`src/rtl/pwam_pkg.sv`:
```
// shared types and constants for the perspective warp address map
`default_nettype none
package pwam_pkg;
  localparam int CoefW = 32;
  localparam int CoordW = 11;
  localparam int SizeW = 12;
  localparam int AccW = 45;
  localparam int QW = 12;

  localparam logic [2:0] RegPairX = 3'd0;
  localparam logic [2:0] RegPairXy = 3'd1;
  localparam logic [2:0] RegPairY = 3'd2;
  localparam logic [2:0] RegPairW = 3'd3;
  localparam logic [2:0] RegWConst = 3'd4;
  localparam logic [2:0] RegSrcW = 3'd5;
  localparam logic [2:0] RegSrcH = 3'd6;

  typedef struct packed {
    logic signed [CoefW-1:0] xc, xr, x0, yc, yr, y0, wc, wr, w0;
    logic [SizeW-1:0] wlim, hlim;
  } cfg_t;
endpackage
`default_nettype wire

```
`src/rtl/pwam_dot.sv`:
```
// one linear term c*col + r*row + k over two registered stages
`default_nettype none
module pwam_dot (
  input  wire logic        clk,
  input  wire logic        en,
  input  wire logic signed [31:0] c,
  input  wire logic signed [31:0] r,
  input  wire logic signed [31:0] k,
  input  wire logic [10:0] col,
  input  wire logic [10:0] row,
  output logic signed [pwam_pkg::AccW-1:0] sum
);
  logic signed [43:0] pc_r, pr_r;
  logic signed [31:0] k_r;
  always_ff @(posedge clk) begin
    if (en) begin
      pc_r <= c * $signed({1'b0, col});
      pr_r <= r * $signed({1'b0, row});
      k_r <= k;
      sum <= pwam_pkg::AccW'(pc_r) + pwam_pkg::AccW'(pr_r) + pwam_pkg::AccW'(k_r);
    end
  end
endmodule
`default_nettype wire

```
`config.mk`:
```
export PLATFORM = sky130hd
export DESIGN_NAME = pwam_dot
export DESIGN_NICKNAME = d
export VERILOG_FILES = /design/src/rtl/pwam_pkg.sv /design/src/rtl/pwam_dot.sv
export SDC_FILE = /design/constraint.sdc
export NUM_CORES = 2
export LEC_CHECK = 0
export BUFFER_PORTS_ARGS = -buffer_cell sky130_fd_sc_hd__buf_4
export CAP_MARGIN = 30
export CORE_AREA = 2 2 201 282
export DETAILED_ROUTE_END_ITERATION = 12
export DIE_AREA = 0 0 203 284
export GPL_TIMING_DRIVEN = 0
export PLACE_DENSITY = 0.77
export REMOVE_ABC_BUFFERS = 1
export SETUP_SLACK_MARGIN = 0.3
export SLEW_MARGIN = 30
export SYNTH_ARGS = -nofsm -noshare
export SYNTH_HDL_FRONTEND = slang
export SYNTH_SLANG_ARGS = --single-unit
```
`constraint.sdc`:
```
create_clock -name clk -period 11 [get_ports clk]
set_input_delay 2.2 -clock clk [delete_from_list [all_inputs] [get_ports clk]]
set_output_delay 2.2 -clock clk [all_outputs]
set_load 0.05 [all_outputs]
```
## Word-level counts from Yosys, hierarchy flattened

Index checks and enable logic that the tools add are counted.

| cells by class | value |
|---|---|
| multipliers | 2 |
| add/subtract/negate cells | 2 |

Operators with widths:

| cell | count |
|---|---|
| $mul 32x12->44 | 2 |
| $add 44x44->45 | 1 |
| $add 45x32->45 | 1 |

| word-level totals | value |
|---|---|
| logic and storage cells | 8 |
| register bits after elaboration | 165 |

## Depth between registers and ports, before layout

| depth | value |
|---|---|
| word-level depth | 2 |
| depth in mapped cells | 23 |
| depth with buffers taken out | 21 |

## Worst setup path after synthesis

Ideal clock, no wire load.

| timing path | value |
|---|---|
| path kind | input port to flip-flop |
| from | input row[3] |
| to | register pr_r[40], data pin |
| slack | 3.443 ns |
| data arrival time | 7.295 ns |
| library setup time | 0.262 ns |
| cell stages on the path | 20 |
| cells stage by stage | clkbuf_1 > nand2_1 > fa_1 > fa_1 > inv_1 > fa_1 > fa_1 > inv_1 > fa_1 > inv_1 > ha_1 > a21o_1 > or4_1 > o22a_1 > a311o_1 > a41oi_4 > o21ai_2 > a211oi_2 > o21bai_1 > xor2_1 |

| between the ends | value |
|---|---|
| cells in the longest elaborated chain, start to end | 1 |

RTL lines:

| what | RTL line | text |
|---|---|---|
| start, declared | pwam_dot.sv:10 | `input wire logic [10:0] row,` |
| $mul 32x12->44 | pwam_dot.sv:18 | `pr_r <= r * $signed({1'b0, row});` |
| end signal, assigned | pwam_dot.sv:18 |  |
| end, declared | pwam_dot.sv:13 | `logic signed [43:0] pc_r, pr_r;` |

No other way between the ends.
A chain may end at the register's enable or synchronous reset.

## Final worst setup path

| timing path | value |
|---|---|
| from | input col[3] |
| to | register pc_r[43], data pin |

| between the ends | value |
|---|---|
| cells in the longest elaborated chain, start to end | 1 |

RTL lines:

| what | RTL line | text |
|---|---|---|
| start, declared | pwam_dot.sv:9 | `input wire logic [10:0] col,` |
| $mul 32x12->44 | pwam_dot.sv:17 | `pc_r <= c * $signed({1'b0, col});` |
| end signal, assigned | pwam_dot.sv:17 |  |
| end, declared | pwam_dot.sv:13 |  |

No other way between the ends.

==> flow_summary.json <==
{
  "utilization_pct": 62.5,
  "grt_pass1_vias": 25000,
  "synth_top_area_share_pct": 40.7,
  "synth.area.top_cells": "fa_1 (41%), edfxtp_1 (15%), inv_1 (9.1%)",
  "fp.dieH_um": 284,
  "root_buffer": "clkbuf_16",
  "dpl.hpwl_um": 57900,
  "worstReg2RegStart": "pr_r[1]",
  "grt_pass1_wl_um": 121000,
  "synth_top_cell_by_area": "fa_1",
  "place_congestion": 0.878,
  "vias_per_cell": 5.51,
  "slew_headroom_pct": 51.4,
  "dieWidth_um": 203,
  "worstSetupEndpointType": "flop",
  "r2r_setup_slack_ns": 6.51,
  "hold_class": "reg -> reg",
  "reg2reg_depth": 13,
  "clk_pin_slew_worst_paths_ns": 0.06,
  "avgSynthCellArea_sq_um": 9.47,
  "drt-pass1-iter-count": 6,
  "fin_setup_tns_ns": 0,
  "required_ns": 11.18,
  "num_io_pins": 165,
  "htree_levels": 4,
  "ant_nets": 0,
  "ys.flop_type": "edfxtp_1",
  "skew_ns": 0.0102,
  "synthToLayoutAreaGrowth_pct": 6.89,
  "drt_iter0_markers": 1311,
  "crit_fanout": 32,
  "fp-row-count": 102,
  "cts_made_buffers": 17,
  "fillers": 4574,
  "synth-seq-cells": 165,
  "start_kind": "input pin",
  "grt_max_degree": 85,
  "initial_utilization_pct": 58.5,
  "track_usage_pct": 26.5,
  "tightest_slew_ns": 0.722,
  "fin_crit_sh_pct": 73.7,
  "drc_errors": 0,
  "cts_resized": 0,
  "cts_buffer_depth": 2,
  "setup_viol": 0,
  "post-cts-setup-buffer-count": 0,
  "critPathKind": "in -> reg",
  "numPortBuffers": 164,
  "holdPathStages": 2,
  "drv_slew": 0,
  "rsz0062_at_grt": "no",
  "hold_viol_final": 0,
  "maxCapViolCount": 0,
  "vias": 23000,
  "yosys_warnings": 0,
  "layout_common_cells": "inv_1 (777), fa_1 (655), nand2_1 (589), ha_1 (231), and2_1 (181)",
  "reg2reg_to": "sum[43]",
  "cts_tree": "yes",
  "final_layout_size_suffix_gt1_share_pct": 6.06,
  "wl_per_cell_um": 17.2,
  "min_period_ns": 8.11,
  "globalRouteOverflowTotal": 0,
  "async_flop_share_pct": 0,
  "routed_wl_um": 71700,
  "fp.coreArea_sq_mm": 0.0550,
  "antenna_found_initial": 2,
  "seq_area_frac_synth_pct": 15.4,
  "fp.dieArea_sq_mm": 0.0577,
  "ys_types": 66,
  "syn_area_sq_mm": 0.0322,
  "outcome": "finished clean",
  "min_from": "k_r[1]",
  "arrival_ns": 8.29,
  "cts.sinks": 165,
  "clock_latency_ns": 0.43,
  "worstHoldEndpoint": "sum[1]",
  "synth_edf_count": 165,
  "syn_inst": 3400,
  "cts_hold_buffers": 0,
  "finalNetCount": 4444,
  "layout_commonest_cell": "inv_1",
  "fmax_ghz": 0.123
}
==> synth_stat cells (14+ instances only) <==
cell type / count
o211ai_1: 14
xnor2_1: 93
inv_1: 777
nand3_1: 34
edfxtp_1: 165
clkbuf_1: 146
nand4_1: 15
ha_1: 231
a31oi_1: 19
xor2_1: 33
nor2_1: 45
a21o_1: 74
o21bai_1: 23
and2_1: 181
nand2_1: 589
a21oi_1: 110
o21ai_0: 49
fa_1: 655
==> critical path: stages <==
cell and delay, ns:
buf_4 0.35, nand2_1 0.17, fa_1 0.53, fa_1 0.52, inv_1 0.05, fa_1 0.51
fa_1 0.52, inv_1 0.06, fa_1 0.48, inv_1 0.04, ha_1 0.40, nand4_1 0.17
nor4_1 0.39, a2111oi_2 0.13, nor4_1 0.66, o21ai_2 0.23, o311ai_2 0.42, a221o_1 0.22
a21oi_1 0.08, xnor2_1 0.13
==> flip-flops by register name (all words and copies together), names as in the netlist <==
register and flops:
pr_r 44, k_r 32, sum 45, pc_r 44
==> how the worst max path moves through the flow <==
stage,start,to,slack [ns],depth (start not counted)
after floorplan,r[5],pr_r[40],3.68,19
after global placement,col[6],pc_r[43],2.51,21
after detailed placement,col[3],pc_r[43],2.56,20
after CTS,col[3],pc_r[43],2.99,20
after global routing,col[3],pc_r[43],2.66,20
final,col[3],pc_r[43],2.89,20
==> per-layer routing <==
layer / wire length [um] / vias up / GRT usage (%)
li1: - / 10400 / -
met1: 26600 / 11700 / 32.0
met2: 38600 / 694 / 48.4
met3: 3430 / 207 / 2.74
met4: 3010 / 4 / 10.7
met5: 27 / - / 0
==> through the flow <==
step | instances | setup WS (ns) | area, sq um | hold slack [ns]
detailed placement | 4147 | 2.56 | 33800 | 0.712
global route | 4177 | 2.66 | 34400 | 0.777
CTS | 4177 | 2.99 | 34400 | 0.745
floorplan | 3254 | 3.68 | 31600 | 0.680
global placement | 4146 | 2.51 | 33800 | 0.708
finish | 4178 | 2.89 | 34400 | 0.738
==> area by class of cell <==
class	instances	area [sq um]	area share (%)
Clock buffer	17	425	1.24
Clock inverter	13	160	0.466
Timing Repair Buffer	165	1270	3.68
Multi-Input combinational cell	2312	23800	69.1
Sequential cell	165	4950	14.4
Antenna cell	1	2.50	0.00727
Tap cell	728	911	2.65
Inverter	777	2920	8.48
==> logic make-up after synthesis <==
group | after synthesis | share of synthesized area [%]
adders and majority gates | 886 | 49.7
AOI/OAI and AO/OA | 368 | 7.63
buffers and inverters | 923 | 10.8
and+or+nand+nor | 932 | 13.1
DFF | 165 | 15.4
xor gates and xnor gates | 126 | 3.43
Power is left out: the tool's default activity adds up to more than one toggle a clock period on the data nets, which glitch-free logic cannot reach.
