<file path="src/rtl/pwam_div.sv">
// pipelined restoring divider, one quotient bit per stage, with range check
`default_nettype none
module pwam_div #(
  parameter int NW = 45,
  parameter int QB = 12
) (
  input  wire logic          clk,
  input  wire logic          en,
  input  wire logic [NW-1:0] num,
  input  wire logic [NW-1:0] den,
  output logic      [QB-1:0] quo,
  output logic               ovf
);
  // quotient is checked against 2^QB: ovf when num >= den << QB
  logic [NW-1:0] rem_r [QB+1];
  logic [NW-1:0] den_r [QB+1];
  logic [QB-1:0] q_r   [QB+1];
  logic          ovf_r [QB+1];
  logic [NW+QB-1:0] big;

  assign big = {{QB{1'b0}}, den} << QB;

  always_ff @(posedge clk) begin
    if (en) begin
      rem_r[0] <= num;
      den_r[0] <= den;
      q_r[0] <= '0;
      ovf_r[0] <= ({{QB{1'b0}}, num} >= big);
    end
  end

  for (genvar s = 0; s < QB; s++) begin : g_stage
    localparam int B = QB - 1 - s;
    logic [NW+QB-1:0] sh;
    logic ge;
    assign sh = {{QB{1'b0}}, den_r[s]} << B;
    assign ge = ({{QB{1'b0}}, rem_r[s]} >= sh);
    always_ff @(posedge clk) begin
      if (en) begin
        rem_r[s+1] <= ge ? NW'({{QB{1'b0}}, rem_r[s]} - sh) : rem_r[s];
        den_r[s+1] <= den_r[s];
        q_r[s+1] <= q_r[s] | (ge ? (QB'(1) << B) : '0);
        ovf_r[s+1] <= ovf_r[s];
      end
    end
  end

  assign quo = q_r[QB];
  assign ovf = ovf_r[QB];
endmodule
`default_nettype wire

</file>
<file path="config.mk">
export PLATFORM = sky130hd
export DESIGN_NAME = pwam_div
export DESIGN_NICKNAME = d
export VERILOG_FILES = /design/src/rtl/pwam_div.sv
export SDC_FILE = /design/constraint.sdc
export NUM_CORES = 2
export LEC_CHECK = 0
export ABC_CLOCK_PERIOD_IN_PS = 4800
export BUFFER_PORTS_ARGS = -buffer_cell sky130_fd_sc_hd__clkbuf_2
export CAP_MARGIN = 10
export CORE_UTILIZATION = 50
export DETAILED_ROUTE_END_ITERATION = 6
export GPL_ROUTABILITY_DRIVEN = 0
export PLACE_DENSITY_LB_ADDON = 0.15
export SETUP_SLACK_MARGIN = 0.02
export SKIP_LAST_GASP = 1
export SYNTH_ARGS = -nofsm -noshare
export SYNTH_HDL_FRONTEND = slang
export SYNTH_SLANG_ARGS = --single-unit
</file>
<file path="constraint.sdc">
create_clock -name clk -period 4.8 [get_ports clk]
set_input_delay 0.24 -clock clk [delete_from_list [all_inputs] [get_ports clk]]
set_output_delay 0.24 -clock clk [all_outputs]
set_load 0.01 [all_outputs]
</file>
* Word level (Yosys, flattened, before mapping)
Memory sizes are Yosys's and may differ from the RTL's.
Cells that the tools add are included.
** Word-level totals
- Bits in registers :: 0
- Bits in writable memories :: 1339
- Bits of input ports :: 92
- Output and inout port bits :: 13
- Word-level logic and storage cells :: 67
- Memories :: 4
** Operators by class
- $add $sub $neg :: 12
- Order comparisons :: 13
- Mux-type cells :: 26
- Bitwise logic cells :: 12
** Memories
- den_r :: depth 13, bits a word 45, read ports 12, clocked after Yosys merged registers in 0, write ports 13, line 16 : logic [NW-1:0] den_r [QB+1];
- rem_r :: depth 13, bits a word 45, read ports 12, clocked after Yosys merged registers in 0, write ports 13, line 15 : logic [NW-1:0] rem_r [QB+1];
- q_r :: depth 13, bits a word 12, read ports 13, clocked after Yosys merged registers in 0, write ports 13, line 17 : logic [QB-1:0] q_r [QB+1];
- ovf_r :: depth 13, bits a word 1, read ports 13, clocked after Yosys merged registers in 0, write ports 13, line 18 : logic ovf_r [QB+1];
** Operators by type and width (count)
- two-way mux 45 bit :: 12
- subtractor 45 bit :: 12
- greater-or-equal comparator 45 x 57 -> 1 bit :: 1
- greater-or-equal comparator 45 x 56 -> 1 bit :: 1
- greater-or-equal comparator 45 x 55 -> 1 bit :: 1
- greater-or-equal comparator 45 x 54 -> 1 bit :: 1
- greater-or-equal comparator 45 x 53 -> 1 bit :: 1
- greater-or-equal comparator 45 x 52 -> 1 bit :: 1
- greater-or-equal comparator 45 x 51 -> 1 bit :: 1
- greater-or-equal comparator 45 x 50 -> 1 bit :: 1
- greater-or-equal comparator 45 x 49 -> 1 bit :: 1
- greater-or-equal comparator 45 x 48 -> 1 bit :: 1
- greater-or-equal comparator 45 x 47 -> 1 bit :: 1
- greater-or-equal comparator 45 x 46 -> 1 bit :: 1
- greater-or-equal comparator 45 bit :: 1
- two-way mux 12 bit :: 1
- OR 12 x 1 -> 12 bit :: 1
- OR 12 x 10 -> 12 bit :: 1
- OR 12 x 11 -> 12 bit :: 1
- OR 12 bit :: 1
- OR 12 x 2 -> 12 bit :: 1
- OR 12 x 3 -> 12 bit :: 1
- OR 12 x 4 -> 12 bit :: 1
- OR 12 x 5 -> 12 bit :: 1
- other kinds (15) :: 17

* Depth between registers and ports, before layout
An unclocked memory read counts as a cell.
- Word-level depth :: 4
- Depth in mapped cells :: 16
- Gate-level depth less buffers :: 15

* Worst setup path before layout
OpenSTA, ideal clock, no wires.
- Kind :: reg2reg
- From :: memory rem_r[4][7]
- To :: memory rem_r[5][37] (data pin)
- Setup time :: 258 ps
- Arrival :: 3310 ps
- Data required time :: 4542 ps
- Setup slack :: 1232 ps
- Stages on the path, launching flop included :: 16
- Buffers on the path :: 0
- Clock period less this slack :: 3568 ps
- Cell sequence :: edfxtp_1 > inv_1 > ha_1 > inv_1 > fa_1 > a211oi_1 > o211ai_1 > a22oi_1 > o21ai_0 > o41ai_1 > o311ai_0 > a21oi_1 > o21ai_0 > a31oi_1 > xor2_1 > o21ai_1
** RTL lines (line)
- start: declaration :: 15

==> metrics list <==
* Run status: finished, final reports clean
- # clock sinks: roughly 1.2k
- Of the available clock period, the critical path in the final layout requires 0.915.
- Global routing usage summed across all routing layers: 0.198
- The tree is rooted in a clkbuf_16.
- Type of the worst min-delay path: in -> reg
- Die X-Extent: roughly 370 um
* Highest Clock Rate: ~230 MHz
- Prior to clock tree synthesis, the placed netlist has a worst setup slack of 0.399 ns.
* Count of TritonRoute iterations in the first routing pass: 5
- The share of total power dissipated in combinational logic is 0.172.
- R2r setup slk: approximately 0.41 ns
- The floorplan step set the die height to ~370 um.
* Most frequent cells in the layout: edfxtp_1, inv_1, ha_1
- Core Box Area: 0.130 mm2
* Leading area contributor after synthesis: edfxtp_1
- For this run, the number of Yosys warnings is 0.
* Via count: 43.1k
* Smallest setup slack after layout: a little over 0.4 ns
- The setup path with the least slack is of type reg -> reg.
* Maximum root-to-sink buffer count: 3
* Netlist cell types: 88
- Setup repair after global routing left no endpoint under its margin.
* CTS tree: yes
- around 110 I/O pins were placed.
* Cell area power density: 362 mW/mm2
* Total CTS buffers: 134
- Detailed Place HPWL: between 90000 and 100000 um
- Net switching share of the total power: 0.259
- The later pin in the worst-skew pair is clocked with a latency of about 0.76 ns.
* Syn Nets: ~6.4k
- The via count of the first global-routing pass is between 40k and 50k.
* Starting density of the core: 0.507
* Final wirelength: between 100000 and 150000 um
- Cell with the largest stage delay on the worst path: a2111oi_1
* Tightest slew margin relative to the limit: 0.363
- Worst-path maximum fanout: 38
- Deepest level of the CTS H-tree: 4
* Final critical path time including I/O delays and setup: between 4 and 5 ns
* Pin count of the biggest net entering global routing: between 100 and 150
- VDD sags by at most about 360 uV.
* Share of flip-flops with an asynchronous set or reset after synthesis: 0
- The worst setup path is captured at a flip-flop.
* Antenna-violating nets left: 0
- Endpoints failing hold: 0
* Worst-margin pin slew: roughly 0.95 ns
- Area added between synthesis and finish: 12.1%
- Synthesis produced around 5.8k cells.
- The tool flagged a number of max-cap violations equal to 0.
- Data arrives at the worst endpoint at slightly below 5 ns.
- Port buffering added approximately 100 buffers.
* Leakage: roughly 31 nW
- Fraction of final layout cells sized beyond drive strength 1: 0.0983
- Final Net Count: 6644
- Most common cell after layout, fill and taps aside: edfxtp_1
- Worst path cell trace: ha_1 > o21ai_0 > a21oi_1 > o31ai_1 > a2111oi_1 > o211ai_1 > a21oi_2 > a31oi_1 > o21ai_1 > nand2b_1 > a31oi_4 > buf_12 > mux2_2
* Max-slew violation total from the final report: 0
- In the routed design, unresolved DRC markers number 0.
* Wire length per cell: about 17 um
- In this run, the number of DRC markers left after iteration 0 of detailed routing was ~2.4k.
* Commonest register cell after synthesis: edfxtp_1
- The analysis attributes to net switching a power of approximately 0.0069 W.
- Of the post-synthesis cell area, the dominant cell type holds 0.533.
* Critical path data required time: 5.29 ns
- Sequential Power Share: 0.464
- The filler cells instantiated in the layout total between 10k and 15k.
* Standard-cell row count: around 130
- Total gr overflow: 0
- Peak per-stage delay on the critical path: 0.86 ns
- Initial antenna violation count: 0
- Combined area of all synthesized cells: 0.0660 mm2
- Flops & latches, synth: about 1.2k
* Setup TNS: 0 ns
- The die covers between 0.1 and 0.15 mm2.
- Setup violations remaining at the end of the flow were counted as 0.
* Design internal power: just under 0.02 W
* Clock network fraction of total power: 0.364
- For this run, the register share of the synthesized area comes to 0.533.
* Synthesized area per cell: ~11 um2
- After detailed routing, the number of vias per cell comes to 5.47.
- STA classifies the critical path startpoint as a flip-flop.
* Utilization after layout: 0.568
- Cell types with the largest area share after synthesis: edfxtp_1, ha_1, inv_1
* Worst-case clock skew: roughly 0.025 ns
- First-pass GRT wire length: around 210000 um
- In this run, synthesis inferred between 1k and 1.5k flip-flops with an integrated enable.
- Clock-pin slew was measured on the worst setup and hold paths at 0.05 ns.
[through the flow]
step	std cells	total power, W	hold WS, ns	area, um2
2_1_floorplan	5788	0.0158	0.339	66000
3_3_place_gp	7549	0.0170	0.401	68800
3_5_place_dp	7549	0.0171	0.405	68800
4_1_cts	7876	0.0270	0.130	73900
5_1_grt	7876	0.0280	0.173	73900
6_report	7877	0.0268	0.208	73900
[path summary, 6_finish.rpt]
path | from | to | cells past startpoint
setup / recovery | rem_r[3][10]$_DFFE_PP_ | rem_r[4][13]$_DFFE_PP_ | 13
hold / removal | den[11] | den_r[0][11]$_DFFE_PP_ | 2
setup reg to reg | rem_r[3][10]$_DFFE_PP_ | rem_r[4][13]$_DFFE_PP_ | 13
hold reg to reg | q_r[1][6]$_DFFE_PP_ | q_r[1][18]$_DFFE_PP_ | 0
[cells in the mapped netlist, types with 28 or more instances]
master	instances
o211ai_1	28
nand3_1	75
nor3_1	54
a31oi_1	57
o21a_1	50
xor2_1	154
nor4_1	44
o21bai_1	55
nor2_1	230
a211oi_1	38
nand4_1	96
nor2b_1	73
o21ai_1	47
o21ai_0	388
ha_1	507
a21oi_1	395
a21o_1	268
nand2_1	444
nand2b_1	57
mux2_2	180
xnor2_1	214
inv_1	616
edfxtp_1	1171
clkbuf_1	97
and3_1	45
[layer usage]
metal / track usage / wire length, um / vias up
met4: 0.129 / 8260 / 0
met5: 0 / 0 / -
met3: 0.0260 / 4030 / 369
met2: 0.356 / 64700 / 905
met1: 0.219 / 54600 / 20000
li1: - / - / 21800
[registers in the layout, summed over array words and instances, names as in the netlist]
name / count
den_r: 540
rem_r: 540
ovf_r: 13
q_r: 78
[critical path, delay by kind of cell, from the launching register on]
family | cells | cell delay [ns]
compound gates | 9 | 2.59
mux | 1 | 0.36
buf+inv | 1 | 0.23
flops | 1 | 0.40
fa+ha+maj | 1 | 0.38
simple gates | 1 | 0.12
[repair_timing]
action / CTS / global route
hold endpoints to repair: 95 / 0
setup buffers: 0 / 0
hold buffers: 91 / 0
resized for setup: 0 / 1
setup endpoints to repair: 0 / 14
[cells by family after synthesis]
logic type / share of synthesized area
simple gates: 0.0879
flops: 0.533
xor+xnor: 0.0489
mux: 0.0361
buf+inv: 0.0465
compound gates: 0.148
fa+ha+maj: 0.0995
[power by group through the flow]
stage | Combinational, W | Clock (W) | Sequential [W]
after global placement | 0.00441 | 0 | 0.0126
after CTS | 0.00458 | 0.0100 | 0.0124
after detailed placement | 0.00449 | 0 | 0.0126
final | 0.00461 | 0.00975 | 0.0124
after floorplan | 0.00339 | 0 | 0.0125
after global routing | 0.00513 | 0.0104 | 0.0125
[layout make-up]
class / count / area (um2) / share of cell area
Antenna cell: 1 / 2.50 / 0.0000338
Clock buffer: 158 / 3490 / 0.0472
Clock inverter: 78 / 737 / 0.00997
Inverter: 616 / 2310 / 0.0313
Multi-Input combinational cell: 3844 / 27900 / 0.377
Sequential cell: 1171 / 35200 / 0.476
Tap cell: 1742 / 2180 / 0.0295
Timing Repair Buffer: 267 / 2190 / 0.0297
Power figures use the tool's default switching activity.
