## src/rtl/pwam_pkg.sv

```systemverilog
// shared types and constants for the perspective warp address map
`default_nettype none
package pwam_pkg;
  localparam int CoefW = 32;
  localparam int CoordW = 11;
  localparam int SizeW = 12;
  localparam int AccW = 45;
  localparam int QW = 12;

  localparam logic [2:0] RegPairX = 3'd0;
  localparam logic [2:0] RegPairXy = 3'd1;
  localparam logic [2:0] RegPairY = 3'd2;
  localparam logic [2:0] RegPairW = 3'd3;
  localparam logic [2:0] RegWConst = 3'd4;
  localparam logic [2:0] RegSrcW = 3'd5;
  localparam logic [2:0] RegSrcH = 3'd6;

  typedef struct packed {
    logic signed [CoefW-1:0] xc, xr, x0, yc, yr, y0, wc, wr, w0;
    logic [SizeW-1:0] wlim, hlim;
  } cfg_t;
endpackage
`default_nettype wire

```

## src/rtl/pwam_regs.sv

```systemverilog
// apb register file holding the homography coefficients and source size
`default_nettype none
module pwam_regs #(
  parameter int MAX_IMAGE_DIM = 2048
) (
  input  wire logic        clk,
  input  wire logic        rst_n,
  input  wire logic        psel,
  input  wire logic        penable,
  input  wire logic        pwrite,
  input  wire logic [5:0]  paddr,
  input  wire logic [63:0] pwdata,
  output logic      [63:0] prdata,
  output logic             pready,
  output pwam_pkg::cfg_t   cfg
);
  logic [63:0] px_r, pxy_r, py_r, pw_r;
  logic [31:0] w0_r;
  logic [11:0] sw_r, sh_r;
  logic [2:0] idx;
  logic wr;
  localparam logic [13:0] MaxDim = 14'(MAX_IMAGE_DIM);

  assign idx = paddr[5:3];
  assign wr = psel & penable & pwrite;
  assign pready = 1'b1;

  always_ff @(posedge clk) begin
    if (!rst_n) begin
      px_r <= 64'h0010_0000_0000_0000;
      pxy_r <= '0;
      py_r <= 64'h0010_0000_0000_0000;
      pw_r <= '0;
      w0_r <= 32'h0010_0000;
      sw_r <= 12'd2048;
      sh_r <= 12'd2048;
    end else if (wr) begin
      case (idx)
        pwam_pkg::RegPairX: px_r <= pwdata;
        pwam_pkg::RegPairXy: pxy_r <= pwdata;
        pwam_pkg::RegPairY: py_r <= pwdata;
        pwam_pkg::RegPairW: pw_r <= pwdata;
        pwam_pkg::RegWConst: w0_r <= pwdata[31:0];
        pwam_pkg::RegSrcW: sw_r <= pwdata[11:0];
        pwam_pkg::RegSrcH: sh_r <= pwdata[11:0];
        default: ;
      endcase
    end
  end

  always_comb begin
    case (idx)
      pwam_pkg::RegPairX: prdata = px_r;
      pwam_pkg::RegPairXy: prdata = pxy_r;
      pwam_pkg::RegPairY: prdata = py_r;
      pwam_pkg::RegPairW: prdata = pw_r;
      pwam_pkg::RegWConst: prdata = {32'd0, w0_r};
      pwam_pkg::RegSrcW: prdata = {52'd0, sw_r};
      pwam_pkg::RegSrcH: prdata = {52'd0, sh_r};
      default: prdata = '0;
    endcase
  end

  always_comb begin
    cfg.xc = px_r[63:32];  cfg.xr = px_r[31:0];
    cfg.x0 = pxy_r[63:32]; cfg.yc = pxy_r[31:0];
    cfg.yr = py_r[63:32];  cfg.y0 = py_r[31:0];
    cfg.wc = pw_r[63:32];  cfg.wr = pw_r[31:0];
    cfg.w0 = w0_r;
    // clamp to the largest supported image
    cfg.wlim = ({2'b00, sw_r} > MaxDim) ? MaxDim[11:0] : sw_r;
    cfg.hlim = ({2'b00, sh_r} > MaxDim) ? MaxDim[11:0] : sh_r;
  end
endmodule
`default_nettype wire

```

## config.mk

```make
export PLATFORM = sky130hd
export DESIGN_NAME = pwam_regs
export DESIGN_NICKNAME = d
export VERILOG_FILES = /design/src/rtl/pwam_pkg.sv /design/src/rtl/pwam_regs.sv
export SDC_FILE = /design/constraint.sdc
export NUM_CORES = 1
export LEC_CHECK = 0
export BUFFER_PORTS_ARGS = -buffer_cell sky130_fd_sc_hd__buf_2
export CORE_ASPECT_RATIO = 1.4
export CORE_MARGIN = 2
export CORE_UTILIZATION = 30
export DETAILED_ROUTE_END_ITERATION = 10
export HOLD_SLACK_MARGIN = 0.15
export SKIP_CTS_REPAIR_TIMING = 1
export SLEW_MARGIN = 10
export SYNTH_ARGS = -nofsm -noshare
export SYNTH_HDL_FRONTEND = slang
export SYNTH_SLANG_ARGS = --single-unit
```

## constraint.sdc

```tcl
create_clock -name clk -period 2.4 [get_ports clk]
set_clock_uncertainty 0.1 [all_clocks]
set_input_delay 0.24 -clock clk [delete_from_list [all_inputs] [get_ports clk]]
set_output_delay 0.24 -clock clk [all_outputs]
set_load 0.02 [all_outputs]
```

==> Yosys cells after proc, flatten, opt, wreduce, memory -nomap -nowiden <==
Cells that the tools add are included.
{ "word_totals": {"ff_bits": 312, "input_bits": 75, "output_inout_bits": 377, "elab_cells": 28} }
{ "op_classes": {"n_lt_le_gt_ge": 2, "n_eq_ne": 6, "n_mux": 3, "bitwise": 2, "n_reduce_logical": 8} }
{ "op_table": {"columns": ["cell", "n"], "rows": [
  ["$pmux 64 s7", 1],
  ["$gt 12x12->1 const B", 2],
  ["$mux 12", 2],
  ["$reduce_and 2->1", 7],
  ["$eq 3x3->1 const B", 3],
  ["$eq 3x2->1 const B", 2],
  ["$eq 3x1->1 const B", 1],
  ["$logic_not 3->1", 1],
  ["$and 1x1->1", 2]
]} }

==> Depth between registers and ports, before layout <==
Gate-level depths: netlist of run 1.
{ "depth": {"depth_word": 3, "ltp_mapped": 6, "depth_no_buf": 3} }

==> Least setup slack after synthesis of run 1 <==
Ideal clock, no wire load.
{ "synth_path": {"path_kind": "input to output", "start": "input port paddr[3]", "end": "output port prdata[11]", "t_arrival_ns": 1.526, "required_ns": 2.060, "slack_ns": 0.534, "path_stages": 5, "path_cell_list": "buf_4 > buf_2 > buf_2 > nor2_4 > a221oi_1"} }
{ "synth_between": {"elab_chain_cells": 2, "word_cells_on_any_way": 8, "classes_between": "6 x eq/ne; 1 x mux; 1 x reduce/logical"} }
{ "synth_lines": {"columns": ["element", "line_no", "source"], "rows": [
  ["start: declaration", "pwam_regs.sv:11", "input wire logic [5:0] paddr,"],
  ["$eq 3x3->1 (tied with other cells)", "pwam_regs.sv:52", "case (idx)"],
  ["$pmux 64 s7 (*)", "pwam_regs.sv:52", null],
  ["end: declaration", "pwam_regs.sv:13", "output logic [63:0] prdata,"]
]} }
Every way passes the cells marked *; elsewhere a longest branch is shown, timed or not.

==> Worst setup path in the final report of run 1 <==
{ "layout_path": {"start": "input port paddr[4]", "end": "output port prdata[54]"} }
Same word-level chain as after synthesis.

==> impl_results.md, run 1 <==
- Post-DR wirelength/cell: 19.0 um
- Die Span Y: 260 um
- WHS: 0.314 ns
- Period utilization: 0.917
- Clock Sinks: about 310
- Syn Inst Count: 1375
- IO buf count: 447
- Unrepaired setup endpoints after global routing: false
- Number of global-route vias before repair: around 12000
- R2R depth: 3
- Crit Path Category: in2out
- Synth async-reset ratio: 0
- Synth area leaders: dfxtp_1 (44%), mux2i_1 (27%), nand2_1 (10%)
- FF+latch count, synth: 312
- Ant diodes: 0
- Syn_nets: roughly 1500
- Number of remaining DRC errors: 0
- Worst Hold Class: in2reg
- Slew HR: 0.536
- Drt pass-1 iters: 5
- Largest family of logic cells by synthesized area: multiplexers
- Post-synth EDFFs: 0
- Critical path capture point type: primary output
- Predominant post-synthesis flop cell: dfxtp_1
- Routed via count: roughly 12000
- Syn_area_per_cell: 10.2 um2
- Least-Margin Pin Slew: 0.695 ns
- Lkg Pwr: between 8 and 9 nW
- Crit path time final: 2.20 ns
- Synthesis Warnings: 0
- Final instance area: ~19000 um2
- Largest net degree at the start of global routing: 95
- Final GP Congestion: 0.893
- Num ports: 452
- CTS buffer count: 31
- CP Data Required Time: 2.06 ns
- Worst vdd ir: 0.487 mV
- Final setup viols: 0
- Most frequent cells after synthesis: nand2_1 (388), mux2i_1 (381), dfxtp_1 (312), clkbuf_1 (54), nor2b_1 (51)
- Final wirelength: between 40 and 50 mm
- Synth cell types: 40
- Hold path cells: 4
- Top layer in use: met4
- Vias per std cell: about 4.8
- Die width: approximately 190 um
- Max-cap violations: 0
- Max-slew violation count: 0
- Worst-Skew Late Latency: roughly 0.56 ns
- DRT iter0 DRCs: just under 500
- Metal1 wirelength: 19.3 mm
- Share of layout cells above drive strength 1: 0.315
- Synthesized area: 14100 um2
- Synth area leader: dfxtp_1
- Layout area overhead: 33.1%
- Initial core utilization: 0.304
- Clock-pin slew on the worst setup and hold paths: 0.06 ns
- Nets@finish: 1933
- Mux share of post-synthesis cell area: 0.323
- Initial antenna violation count: 0
- Post-synthesis sequential area ratio: 0.444
- Adder-Cell Fraction of Synth Area: 0
- Worst EP arrival: 1.86 ns
- CTS H-tree lvls: 1
- Die area: 48600 um2
- Detail Route Antenna Nets: 0
- Crit path max fanout: 15
- Cell Pwr Density: 595 nW/um2
- Total negative slack: 0 ns
- Max clock buf depth: 3
- Total track usage: 0.184
- Metal2 WL: approximately 24 mm
- First-pass GRT wire length: approximately 71 mm
- Met3 WL: 2.14 mm
- Site Rows: 93
- Synth Area in Simple Gates: 0.142
- Startpoint types: input pin
- Yosys top cell area share: 0.444
- Clock tree from TritonCTS: done
- Detailed Place HPWL: 33.3 mm
- GR Overflow Total: 0
- Run status: complete, no violations
- Most common cell in the netlist: nand2_1
- Clk root buf: clkbuf_16
- Xor/xnor share of the synthesized area: 0
- Dpl cell area: 17000 um2
- Max Freq: 454 MHz
- Hold Vio Cnt, Final: 0
- Compound-Gate Fraction of Synth Area: 0.0397
- Fill cells: 4555
- Core Footprint: 46200 um2
## registers in the layout, summed over array words and instances, names as in the netlist
register and flops:
pw_r 64, sh_r 12, pxy_r 64, sw_r 12, py_r 64, px_r 64, w0_r 32
## per-stage QoR
step                      utilization  worst slack, ns  cells  total power [mW]
after floorplan                     -            0.534   1375              5.86
after global placement          0.368            0.111   2373              6.15
after detailed placement        0.368            0.101   2373              6.17
after CTS                       0.390           0.0915   2429              11.2
after global routing            0.405            0.147   2498              11.5
final                           0.405            0.199   2498              11.1
## layout make-up
| class | count | area, um2 | share of cell area |
|---|---|---|---|
| well taps | 617 | 772 | 0.0413 |
| multi-input cells | 938 | 7120 | 0.380 |
| flip-flops and latches | 312 | 6250 | 0.334 |
| clock buffers | 49 | 923 | 0.0494 |
| inverters | 12 | 45.0 | 0.00241 |
| clock inverters | 7 | 113 | 0.00602 |
| repair buffers | 563 | 3500 | 0.187 |
## cells in the final DEF, fill, tap and decap left out, types with 2 or more instances in the layout
master         Yosys  layout
o221ai_1          17      17
clkbuf_1          54      10
nor2b_1           51      50
nand2b_1           2       2
o221a_1            9       9
bufinv_16          0       3
a31oi_1            2       2
nor2_4             3       4
a2bb2oi_1          3       3
buf_12             0      16
clkinv_2           0       3
inv_1             12      12
and4b_1            3       3
nor2_1            10      10
o21ai_1            3       3
clkbuf_8           0       8
dlygate4sd3_1      0      69
nand2_1          388     388
o211ai_1           3       3
buf_4             21      33
o311ai_1           2       2
clkbuf_16          0      31
mux2i_1          381     381
buf_2             18     444
dfxtp_1          312     312
mux4_2            32      32
a221oi_2           9       9
a32oi_1            2       2
o21ai_0            2       2
## routing by layer
layer,track usage,vias up
met2,0.330,371
met3,0.0289,92
met1,0.218,5884
met5,0,-
met4,0.0811,0
li1,-,5688
## cell families after synthesis
| kind of cell | after synthesis |
|---|---|
| simple gates | 466 |
| buf+inv | 125 |
| mux | 413 |
| other cells | 1 |
| compound gates | 58 |
| flops | 312 |
## worst max-delay path, cell delays in order
cell and delay, ns:
buf_4 0.18, buf_4 0.31, buf_4 0.30, mux4_2 0.51
nor2b_1 0.13, buf_2 0.16
## power breakdown
group | total [mW] | switching [mW] | internal (mW)
registers | 5.25 | 0.0323 | 5.22
logic | 0.888 | 0.539 | 0.349
clock network | 4.99 | 2.05 | 2.94
total | 11.1 | 2.62 | 8.50
## path summary, 6_finish.rpt
kind                                       startpoint                    end  slack [ns]
worst min register to register   sw_r[3]$_SDFFE_PN0P_   sw_r[3]$_SDFFE_PN0P_        0.36
worst max register to register  w0_r[20]$_SDFFE_PN1P_  w0_r[20]$_SDFFE_PN1P_        1.06
worst min-delay path                         paddr[4]  py_r[52]$_SDFFE_PN1P_        0.31
worst max-delay path                         paddr[4]             prdata[54]        0.20
(Power assumes the default switching activity.)
==> run 2, diff against run 1 <==
==> constraint.sdc (replaced) <==
create_clock -name clk -period 2.42 [get_ports clk]
set_clock_uncertainty 0.1 [all_clocks]
set_input_delay 0.242 -clock clk [delete_from_list [all_inputs] [get_ports clk]]
set_output_delay 0.242 -clock clk [all_outputs]
set_load 0.02 [all_outputs]
==> run 2 against run 1 <==
Via count rose by 0.94%. First-iteration DRC count is 9.4% lower. Sequential share of layout area shrank 0.25 points. Critical endpoint is now prdata[27].
==> impl_results.md, run 2 (synthesized netlist as in run 1, its figures left out) <==
- Run status: complete, no violations
- Die area: 48600 um2 (unchanged)
- CTS buffer count: 34 (+9.7%)
- Post-DR wirelength/cell: 19.3 um (+1.7%)
- Site Rows: 93 (unchanged)
- Drt pass-1 iters: 4 (-1)
- DRT iter0 DRCs: 436 (-9.4%)
- Num ports: 452 (unchanged)
- Final wirelength: 48.3 mm (+1.9%)
- GR Overflow Total: 0 (unchanged)
- Nets@finish: 1933 (unchanged)
- Lkg Pwr: 8.43 nW (+0.85%)
- Unrepaired setup endpoints after global routing: false
- CTS H-tree lvls: 2 (+1)
- Clock Sinks: 312 (unchanged)
- Total power: 11.6 mW (+4.3%)
- Routed via count: 12100 (+0.94%)
- Least-Margin Pin Slew: 1.04 ns (+0.349 ns)
- Core Footprint: 46200 um2 (unchanged)
- Max-slew violation count: 0 (unchanged)
- Crit Path Category: in2out
- CP Cell Sequence: buf_4, nor3b_2, buf_12, nand2_1, o221ai_1, buf_2
- WHS: 0.136 ns (-0.178 ns)
- Worst vdd ir: 0.415 mV (-15%)
- Number of global-route vias before repair: 12200 (+3.7%)
- Met3 WL: 2.28 mm (+6.2%)
- Startpoint types: input pin
- Slew HR: 0.301 (-0.235)
- Max incr delay on CP: 0.86 ns (+0.35 ns)
- Top layer in use: met4
- Cell Pwr Density: 616 nW/um2 (+3.5%)
- Fill cells: 4514 (-0.90%)
- IO buf count: 447 (unchanged)
- Commonest non-fill, non-tap cell in the layout: buf_2
- Max-cap violations: 0 (unchanged)
- Critical path capture point type: primary output
- Slowest CP cell: nor3b_2
- Die width: 187 um (unchanged)
- Final setup viols: 0 (unchanged)
- Top delay family on crit path: simple AND/OR/NAND/NOR gates
- Hold EP: py_r[52]$_SDFFE_PN1P_
- Largest net degree at the start of global routing: 104 (+9.5%)
- Total track usage: 0.190 (+0.00538)
- Worst EP arrival: 1.85 ns (about the same)
- Hold path cells: 3 (-1)
- Max Freq: roughly 460 MHz
- Most frequent cells in the layout: buf_2 (444), nand2_1 (388), mux2i_1 (381)
- Clock tree from TritonCTS: done
- Max clock buf depth: 3 (unchanged)
- Worst-Skew Late Latency: 0.51 ns (-0.05 ns)
- Clk root buf: clkbuf_16
- Metal2 WL: 24.8 mm (+2.7%)
- Metal1 wirelength: 19.3 mm (-0.33%)
- Crit path max fanout: 11 (-4)
- Layout area overhead: 34.1%
- Period utilization: 0.906
- First-pass GRT wire length: 73.0 mm (+2.7%)
- Reg2Reg Launch Point: w0_r[20]$_SDFFE_PN1P_
- Crit path time final: 2.19 ns
- Vias per std cell: 4.86 (+0.82%)
- R2R depth: 3 (unchanged)
- Detailed Place HPWL: 33.9 mm (+1.6%)
- Number of remaining DRC errors: 0 (unchanged)
- Clock-pin slew on the worst setup and hold paths: 0.06 ns (about the same)
- Initial core utilization: 0.304 (unchanged)
- Final GP Congestion: 0.867 (-2.9%)
- Worst Hold Class: in2reg
- CP Data Required Time: 2.08 ns (+0.02 ns)
- Initial antenna violation count: 0 (unchanged)
- Crit path buf inv count: 3 (-1)
- Worst hold start: penable
- R2R setup slack: 1.10 ns (+0.04 ns)
- Hold Vio Cnt, Final: 0 (unchanged)
- Share of layout cells above drive strength 1: 0.321 (+0.00551)
- Total negative slack: 0 ns (unchanged)
- Detail Route Antenna Nets: 0 (unchanged)
- Die Span Y: 260 um (unchanged)
- Worst R2R End: w0_r[20]$_SDFFE_PN1P_
run 2: cell count changes in the layout (fill, tap and decap cells not counted), sizes merged:
| cell | delta |
|---|---|
| diode | +1 |
| dlygate4sd3 | -3 |
| inv | +1 |
| clkinv | +4 |
| bufinv | +1 |
| clkbuf | -2 |
| clkinvlp | +1 |
run 2: per-layer routing:
metal,GRT usage,vias to the layer above
met1,0.220,5954
met4,0.0862,0
met3,0.0312,100
met5,0,-
li1,-,5696
met2,0.342,398
run 2: metrics by stage:
step / instances / setup slack [ns] / cell area [um2] / utilization
finish: 2501 / 0.227 / 18800 / 0.408
global route: 2500 / 0.121 / 18800 / 0.408
CTS: 2434 / 0.199 / 18200 / 0.394
detailed placement: 2373 / 0.209 / 17000 / 0.368
global placement: 2373 / 0.205 / 17000 / 0.368
floorplan: 1375 / 0.550 / 14100 / -
run 2: cell type report:
type	count	area (um2)	share of cell area
inverter	12	45.0	0.00239
clock buffer	47	1000	0.0531
clock inverter	14	183	0.00969
multi-input combinational	938	7110	0.377
tap	617	772	0.0410
sequential	312	6250	0.331
antenna	1	2.50	0.000133
timing repair buffer	560	3490	0.185
run 2: how the worst max path moves through the flow:
stage | start | endpoint | slack [ns] | cells past startpoint
2_1_floorplan | paddr[3] | prdata[11] | 0.55 | 5
3_5_place_dp | paddr[4] | prdata[27] | 0.21 | 6
5_1_grt | paddr[4] | prdata[27] | 0.12 | 6
3_3_place_gp | paddr[4] | prdata[27] | 0.20 | 6
4_1_cts | paddr[4] | prdata[27] | 0.20 | 6
6_report | paddr[4] | prdata[27] | 0.23 | 6
run 2: worst register-to-register path, delay by kind of cell, from the launching register on:
family / cells / cell delay, ns
compound gates: 2 / 0.20
flops: 1 / 0.34
buf+inv: 1 / 0.57
run 2: power breakdown:
part	internal (mW)	leakage (nW)	switching [mW]
Sequential	5.17	2.52	0.0322
Clock	3.33	0.582	2.18
Combinational	0.347	5.33	0.535
